## config.mk

```make
export PLATFORM = sky130hd
export DESIGN_NAME = ppm_range_decoder
export DESIGN_NICKNAME = d
export VERILOG_FILES = /design/src/ppm_rd_pkg.sv /design/src/ppm_range_decoder.sv
export SDC_FILE = /design/constraint.sdc
export NUM_CORES = 2
export LEC_CHECK = 0
export BUFFER_PORTS_ARGS = -buffer_cell sky130_fd_sc_hd__buf_2
export CAP_MARGIN = 40
export CORE_ASPECT_RATIO = 1.2
export CORE_MARGIN = 2
export CORE_UTILIZATION = 30
export CTS_CLUSTER_DIAMETER = 30
export CTS_CLUSTER_SIZE = 14
export DETAILED_ROUTE_END_ITERATION = 12
export SLEW_MARGIN = 25
export SYNTH_ARGS = -nofsm -noshare
export SYNTH_HDL_FRONTEND = slang
export SYNTH_SLANG_ARGS = --single-unit
```

## constraint.sdc

```tcl
create_clock -name clk -period 11.06 [get_ports clk]
set_input_delay 2.212 -clock clk [delete_from_list [all_inputs] [get_ports clk]]
set_output_delay 2.212 -clock clk [all_outputs]
set_load 0.02 [all_outputs]
```

## src/ppm_rd_pkg.sv

```systemverilog
// ----------------------------------------------------------------------------
// ppm_rd_pkg
// Shared types and constants for the opcode driven range decoder.
// ----------------------------------------------------------------------------
package ppm_rd_pkg;

	localparam logic [31:0] RANGE_INIT = 32'hffff_ffff;
	localparam logic [2:0]  MAX_FEED   = 3'd4;
	localparam int          DIV_STEPS  = 32;

	typedef enum logic [2:0] {
		OP_START    = 3'd0,
		OP_FEED     = 3'd1,
		OP_COUNT    = 3'd2,
		OP_REMOVE   = 3'd3,
		OP_BIT_DIV  = 3'd4,
		OP_BIT_SHFT = 3'd5
	} opcode_t;

	typedef enum logic [1:0] {
		STAT_OK       = 2'd0,
		STAT_ORDER    = 2'd1,
		STAT_COLLAPSE = 2'd2
	} status_t;

	typedef enum logic [3:0] {
		ST_IDLE,
		ST_DIV_R,
		ST_DIV_V,
		ST_MUL_LO,
		ST_MUL_HI,
		ST_SUB,
		ST_MUL_THR,
		ST_THR,
		ST_NORM,
		ST_DONE
	} state_t;

	localparam logic CFG_CARRYLESS = 1'b0;
	localparam logic CFG_BOTTOM    = 1'b1;

endpackage

```

## src/ppm_range_decoder.sv

```systemverilog
// ----------------------------------------------------------------------------
// ppm_range_decoder
// 32-bit range decoder, carryless or code-subtracting by configuration, with low, code and range registers.
// ----------------------------------------------------------------------------
// One input word is taken at a time; in_ready is high only while the sequencer
// is idle. Start, byte feed and rejected words go straight to the done state.
// Count runs two 32-step restoring divisions on one shared divider (range /
// total, then (code - low) / quotient unless that is zero). Divide-form bit
// then runs MUL_LO, MUL_HI and SUB on the shared 32x16 multiplier, then NORM;
// sub-range removal runs the same, shift-form bit MUL_THR, THR and NORM. A
// finished result waits in the output register while the next word is taken.
// bytes_needed reports the compressed bytes to feed before the next operation.
module ppm_range_decoder
	import ppm_rd_pkg::*;
(
	input  logic        clk,
	input  logic        arst_n,
	input  logic        in_valid,
	output logic        in_ready,
	input  logic [2:0]  opcode,
	input  logic [7:0]  byte_in,
	input  logic [15:0] total,
	input  logic [15:0] low_count,
	input  logic [15:0] high_count,
	input  logic [15:0] weight,
	input  logic [4:0]  shift,
	output logic        out_valid,
	input  logic        out_ready,
	output logic [31:0] count,
	output logic        bit_res,
	output logic [2:0]  bytes_needed,
	output logic [1:0]  status,
	input  logic        cfg_valid,
	output logic        cfg_ready,
	input  logic        cfg_index,
	input  logic [24:0] cfg_data
);

	state_t state_q, state_nx;

	logic        carryless_q;
	logic [24:0] bottom_q;
	logic [31:0] low_q, code_q, range_q;
	logic [2:0]  pend_q, norm_n_q;

	opcode_t     op_q;
	logic [15:0] total_q, lo_q, hi_q, weight_q;
	logic [4:0]  shift_q;
	logic [31:0] mlo_q, mhi_q;

	logic [31:0] res_count_q;
	logic        res_bit_q;
	status_t     res_stat_q;

	logic        out_valid_q;
	logic [31:0] out_count_q;
	logic        out_bit_q;
	logic [2:0]  out_bytes_q;
	status_t     out_stat_q;

	// shared restoring divider
	logic [31:0] div_rem_q, div_quo_q, div_dsr_q;
	logic [4:0]  div_cnt_q;
	logic [32:0] div_trial;
	logic        div_ge, div_last;
	logic [31:0] div_rem_nx, div_quo_nx;

	// shared multiplier
	logic [31:0] mul_a;
	logic [15:0] mul_b;
	logic [47:0] mul_p;

	// normalization step
	logic [31:0] nsum, bmask, r2, r_eff;
	logic        span, in_acc, out_free;
	logic        dv_bit;

	assign in_acc   = in_valid && in_ready;
	assign out_free = !out_valid_q || out_ready;
	assign cfg_ready = 1'b1;

	assign div_trial  = {div_rem_q, div_quo_q[31]} - {1'b0, div_dsr_q};
	assign div_ge     = !div_trial[32];
	assign div_rem_nx = div_ge ? div_trial[31:0] : {div_rem_q[30:0], div_quo_q[31]};
	assign div_quo_nx = {div_quo_q[30:0], div_ge};
	assign div_last   = (div_cnt_q == 5'(DIV_STEPS - 1));

	always_comb begin
		mul_a = (state_q == ST_MUL_THR) ? (range_q >> shift_q) : range_q;
		unique case (state_q)
			ST_MUL_LO: mul_b = lo_q;
			ST_MUL_HI: mul_b = hi_q;
			default:   mul_b = weight_q;
		endcase
	end
	assign mul_p = mul_a * mul_b;

	assign nsum  = low_q + range_q;
	assign span  = |(low_q[31:24] ^ nsum[31:24]);
	assign bmask = {7'd0, bottom_q} - 32'd1;
	assign r2    = (~low_q + 32'd1) & bmask;
	assign r_eff = span ? r2 : range_q;
	assign dv_bit = (div_quo_nx >= {16'd0, weight_q});

	// next state and handshake
	always_comb begin
		state_nx = state_q;
		in_ready = 1'b0;
		unique case (state_q)
			ST_IDLE: begin
				in_ready = 1'b1;
				if (in_valid) begin
					unique case (opcode)
						OP_COUNT, OP_BIT_DIV: begin
							if (pend_q != 3'd0 || total == 16'd0) state_nx = ST_DONE;
							else state_nx = ST_DIV_R;
						end
						OP_REMOVE: state_nx = (pend_q != 3'd0) ? ST_DONE : ST_MUL_LO;
						OP_BIT_SHFT: state_nx = (pend_q != 3'd0) ? ST_DONE : ST_MUL_THR;
						default: state_nx = ST_DONE;
					endcase
				end
			end
			ST_DIV_R: begin
				if (div_last) state_nx = (div_quo_nx == 32'd0) ? ST_DONE : ST_DIV_V;
			end
			ST_DIV_V: begin
				if (div_last) state_nx = (op_q == OP_COUNT) ? ST_DONE : ST_MUL_LO;
			end
			ST_MUL_LO:  state_nx = ST_MUL_HI;
			ST_MUL_HI:  state_nx = ST_SUB;
			ST_SUB:     state_nx = ST_NORM;
			ST_MUL_THR: state_nx = ST_THR;
			ST_THR:     state_nx = ST_NORM;
			ST_NORM: begin
				if (range_q == 32'd0 || span || norm_n_q == MAX_FEED) begin
					if (range_q == 32'd0 || (span && range_q >= {7'd0, bottom_q}) ||
					    (span && r2 == 32'd0) || norm_n_q == MAX_FEED)
						state_nx = ST_DONE;
				end
			end
			ST_DONE: begin
				if (out_free) state_nx = ST_IDLE;
			end
			default: state_nx = ST_IDLE;
		endcase
	end

	always_ff @(posedge clk or negedge arst_n) begin
		if (!arst_n) state_q <= ST_IDLE;
		else state_q <= state_nx;
	end

	// configuration
	always_ff @(posedge clk or negedge arst_n) begin
		if (!arst_n) begin
			carryless_q <= 1'b1;
			bottom_q    <= 25'd32768;
		end else if (cfg_valid && cfg_ready) begin
			unique case (cfg_index)
				CFG_CARRYLESS: carryless_q <= cfg_data[0];
				CFG_BOTTOM:    bottom_q    <= cfg_data;
				default:       ;
			endcase
		end
	end

	// decoder state
	always_ff @(posedge clk or negedge arst_n) begin
		if (!arst_n) begin
			low_q      <= 32'd0;
			code_q     <= 32'd0;
			range_q    <= RANGE_INIT;
			pend_q     <= 3'd0;
			norm_n_q   <= 3'd0;
			res_stat_q <= STAT_OK;
			res_bit_q  <= 1'b0;
		end else begin
			unique case (state_q)
				ST_IDLE: begin
					if (in_acc) begin
						res_stat_q <= STAT_OK;
						res_bit_q  <= 1'b0;
						unique case (opcode)
							OP_START: begin
								low_q   <= 32'd0;
								code_q  <= 32'd0;
								range_q <= RANGE_INIT;
								pend_q  <= MAX_FEED;
							end
							OP_FEED: begin
								if (pend_q == 3'd0) res_stat_q <= STAT_ORDER;
								else begin
									code_q <= {code_q[23:0], byte_in};
									pend_q <= pend_q - 3'd1;
								end
							end
							OP_COUNT, OP_BIT_DIV: begin
								if (pend_q != 3'd0) res_stat_q <= STAT_ORDER;
								else if (total == 16'd0) res_stat_q <= STAT_COLLAPSE;
							end
							OP_REMOVE, OP_BIT_SHFT: begin
								if (pend_q != 3'd0) res_stat_q <= STAT_ORDER;
							end
							default: res_stat_q <= STAT_ORDER;
						endcase
					end
				end
				ST_DIV_R: begin
					if (div_last && div_quo_nx == 32'd0) res_stat_q <= STAT_COLLAPSE;
				end
				ST_DIV_V: begin
					if (div_last) begin
						range_q <= div_dsr_q;
						if (op_q != OP_COUNT) res_bit_q <= dv_bit;
					end
				end
				ST_MUL_HI: begin
					if (carryless_q) low_q <= low_q + mlo_q;
					else code_q <= code_q - mlo_q;
				end
				ST_SUB: begin
					range_q  <= mhi_q - mlo_q;
					norm_n_q <= 3'd0;
				end
				ST_THR: begin
					norm_n_q <= 3'd0;
					if (code_q < mlo_q) begin
						res_bit_q <= 1'b0;
						range_q   <= mlo_q;
					end else begin
						res_bit_q <= 1'b1;
						range_q   <= range_q - mlo_q;
						code_q    <= code_q - mlo_q;
					end
				end
				ST_NORM: begin
					if (range_q == 32'd0) begin
						pend_q     <= norm_n_q;
						res_stat_q <= STAT_COLLAPSE;
					end else if (span && range_q >= {7'd0, bottom_q}) begin
						pend_q <= norm_n_q;
					end else if (span && r2 == 32'd0) begin
						range_q    <= 32'd0;
						pend_q     <= norm_n_q;
						res_stat_q <= STAT_COLLAPSE;
					end else if (norm_n_q == MAX_FEED) begin
						range_q    <= r_eff;
						pend_q     <= norm_n_q;
						res_stat_q <= STAT_COLLAPSE;
					end else begin
						range_q  <= {r_eff[23:0], 8'd0};
						low_q    <= {low_q[23:0], 8'd0};
						norm_n_q <= norm_n_q + 3'd1;
					end
				end
				default: ;
			endcase
		end
	end

	// operands, divider and multiplier results
	always_ff @(posedge clk) begin
		unique case (state_q)
			ST_IDLE: begin
				if (in_acc) begin
					op_q        <= opcode_t'(opcode);
					total_q     <= total;
					lo_q        <= low_count;
					hi_q        <= high_count;
					weight_q    <= weight;
					shift_q     <= shift;
					res_count_q <= 32'd0;
					div_rem_q   <= 32'd0;
					div_quo_q   <= range_q;
					div_dsr_q   <= {16'd0, total};
					div_cnt_q   <= 5'd0;
				end
			end
			ST_DIV_R: begin
				div_cnt_q <= div_cnt_q + 5'd1;
				if (div_last) begin
					div_rem_q <= 32'd0;
					div_quo_q <= code_q - low_q;
					div_dsr_q <= div_quo_nx;
				end else begin
					div_rem_q <= div_rem_nx;
					div_quo_q <= div_quo_nx;
				end
			end
			ST_DIV_V: begin
				div_cnt_q <= div_cnt_q + 5'd1;
				div_rem_q <= div_rem_nx;
				div_quo_q <= div_quo_nx;
				if (div_last) begin
					if (op_q == OP_COUNT) res_count_q <= div_quo_nx;
					else if (dv_bit) begin
						lo_q <= weight_q;
						hi_q <= total_q;
					end else begin
						lo_q <= 16'd0;
						hi_q <= weight_q;
					end
				end
			end
			ST_MUL_LO:  mlo_q <= mul_p[31:0];
			ST_MUL_HI:  mhi_q <= mul_p[31:0];
			ST_MUL_THR: mlo_q <= mul_p[31:0];
			default: ;
		endcase
	end

	// output register
	always_ff @(posedge clk or negedge arst_n) begin
		if (!arst_n) out_valid_q <= 1'b0;
		else if (state_q == ST_DONE && out_free) out_valid_q <= 1'b1;
		else if (out_ready) out_valid_q <= 1'b0;
	end

	always_ff @(posedge clk) begin
		if (state_q == ST_DONE && out_free) begin
			out_count_q <= res_count_q;
			out_bit_q   <= res_bit_q;
			out_bytes_q <= pend_q;
			out_stat_q  <= res_stat_q;
		end
	end

	assign out_valid    = out_valid_q;
	assign count        = out_count_q;
	assign bit_res      = out_bit_q;
	assign bytes_needed = out_bytes_q;
	assign status       = out_stat_q;

endmodule

```

==> metrics.txt <==
RSZ-0062 raised after global routing no; XOR/XNOR Fraction of Synth Area 4.88%; Layout Nets 5986; Largest stage delay, worst path 0.59 ns; First-pass DRT Iterations 9; largest net degree at the start of global routing 76; Worst-path clk slew 0.05 ns; Post-synth EDFFs 307; Final Cell Area 52800 µm²; fmax 112 MHz; Die Area 154000 µm²; CP dominant cell by count fa_1; Num CTS Buffers 115; cell taking the most area after synthesis edfxtp_1; first-pass GRT wire length 269000 µm; final count of negative-setup-slack endpoints 0; crit-path max FO 29; most frequent cells after synthesis 639 x nand2_1, 544 x inv_1, 415 x nor2_1, 332 x ha_1, 310 x fa_1; Data required, critical path 11.52 ns; # IOs 152; #FFs+latches synth 443; DR WL/cell 25.2 µm; Rows 156; DRC marker count from the first detailed-route iteration 4464; Least-Margin Pin Slew 0.941 ns; most numerous cell in the Yosys netlist nand2_1; Slowest-stage cell, CP a21o_1; Worst Skew 0.0640 ns; syn avg cell area 8.91 µm²; Relative slew margins 36.6%; vias in the first global route 40400; Post-synth ARST share 30.7%; drt total wl 184000 µm; vias 40900; Synth Area in Compound Gates 16.6%; Via density 5.59; Crit. End Element register; minimum clock period after layout 8.97 ns; count of different cell masters after synthesis 93; Ys Warns 0; CTS-repair resized insts 0; Layout Cells excl Fill 7313; syn_nets 5825; mux cell area share after synthesis 4.13%; remaining antenna violation count after routing 0; Slew Viols, Final 0; Post-CTS Hold Buffers 0; IO buf count 150; DRC Markers 0; initial antenna violation count 9; period utilization 81.1%; Detail Placement HPWL 143000 µm; Setup CP Type reg2reg; placed cells 7082; Cells after Synth 5072; H-tree depth 3; Fill cells 15200; # Post-CTS Setup Buffers 0; Syn Std Cell Area 45200 µm²; Overflow after GRT 0; register area share after synthesis 28.0%; top post-synthesis cells by area edfxtp_1 20%, fa_1 14%, ha_1 9.2%; type of the most critical hold path reg2reg; Synth top area share 20.4%; share of post-route cells with drive strength above 1 11.2%; area of the core 150000 µm²; CTS tree done; final core occ 35.2%; Die X 358 µm; clk root buf clkbuf_16; routability cong. 1.01; final hold vios 0; worst skew pair latency 0.78 ns; Max Cap Viol 0; largest family of logic cells by synthesized area adder cells; final setup TNS 0 ns; area grow syn2layout 16.9%; CTS Sinks 443; CTS max path bufs 3; Tot GR Track Use 23.6%; area share of fa/ha/maj cells after synthesis 22.9%; ys flop type edfxtp_1; critical path arrival 9.42 ns; critical path launch point type register; Post-Synth Simple-Gate Area 17.0%; status completed; Area after DPL 48600 µm²; Initial Util 30.1%; DIE HEIGHT 429 µm
## critical path: cells and delay by family, from the launching register on
| kind | cells | cell delay [ns] |
|---|---|---|
| xor gates and xnor gates | 1 | 0.11 |
| and+or+nand+nor | 1 | 0.15 |
| muxes | 1 | 0.24 |
| DFF | 1 | 0.32 |
| adders and majority gates | 7 | 3.39 |
| AOI/OAI and AO/OA | 12 | 3.30 |
| buffers and inverters | 6 | 1.15 |
## layer usage
metal,share of wire [%],global-route usage [%],vias to the layer above
met1,38,28.6,20200
met4,7.7,15.8,6
met2,46,37.7,2076
met3,8.2,4.68,577
li1,-,-,18100
met5,0.021,0,-
## worst paths after layout
kind,startpoint,end,slack [ns],cells after the start
worst min register to register,res_count_q[8]$_SDFFCE_PN0P_,count[8]$_DFFE_PP_,0.39,0
worst max register to register,shift_q[0]$_DFFE_PP_,mhi_q[30]$_DFFE_PN_,2.09,28
max in group asynchronous,arst_n,range_q[26]$_DFFE_PN1P_,8.29,3
worst min-delay path,res_count_q[8]$_SDFFCE_PN0P_,count[8]$_DFFE_PP_,0.39,0
min in group asynchronous,arst_n,code_q[12]$_DFFE_PN0P_,1.47,1
worst max-delay path,shift_q[0]$_DFFE_PP_,mhi_q[30]$_DFFE_PN_,2.09,28
## through the flow
step	hold WS (ns)	setup WS, ns
after floorplan	0.400	2.40
after global placement	0.404	2.13
after detailed placement	0.406	2.24
after CTS	0.388	2.15
after global routing	0.381	1.55
final	0.387	2.09
## area by class of cell
type,count,area [µm²],share of cell area [%]
diodes,5,12.5,0.0237
inverters,548,2060,3.90
well taps,1975,2470,4.68
flip-flops and latches,443,12700,24.0
repair buffers,256,1740,3.29
clock buffers,138,3070,5.82
multi-input cells,3869,29800,56.4
clock inverters,79,1020,1.92
## placed cells by master (no fill, tap or decap), types with 149 or more instances in the layout
cell,Yosys,final
a21oi_1,299,297
buf_2,7,149
o21ai_0,220,215
nand2_1,639,639
nor2_1,415,408
inv_1,544,543
edfxtp_1,307,307
ha_1,332,332
xnor2_1,180,180
fa_1,310,310
## cell families (layout without fill, tap and decap cells)
family	Yosys count	in the layout
compound gates	1153	1153
xor+xnor	250	250
fa+ha+maj	642	642
buf+inv	760	1021
flops	443	443
mux	159	159
other cells	1	6
simple gates	1664	1664
Power is left out: the tool's default activity adds up to more than one toggle a clock period on the data nets, which glitch-free logic cannot reach.
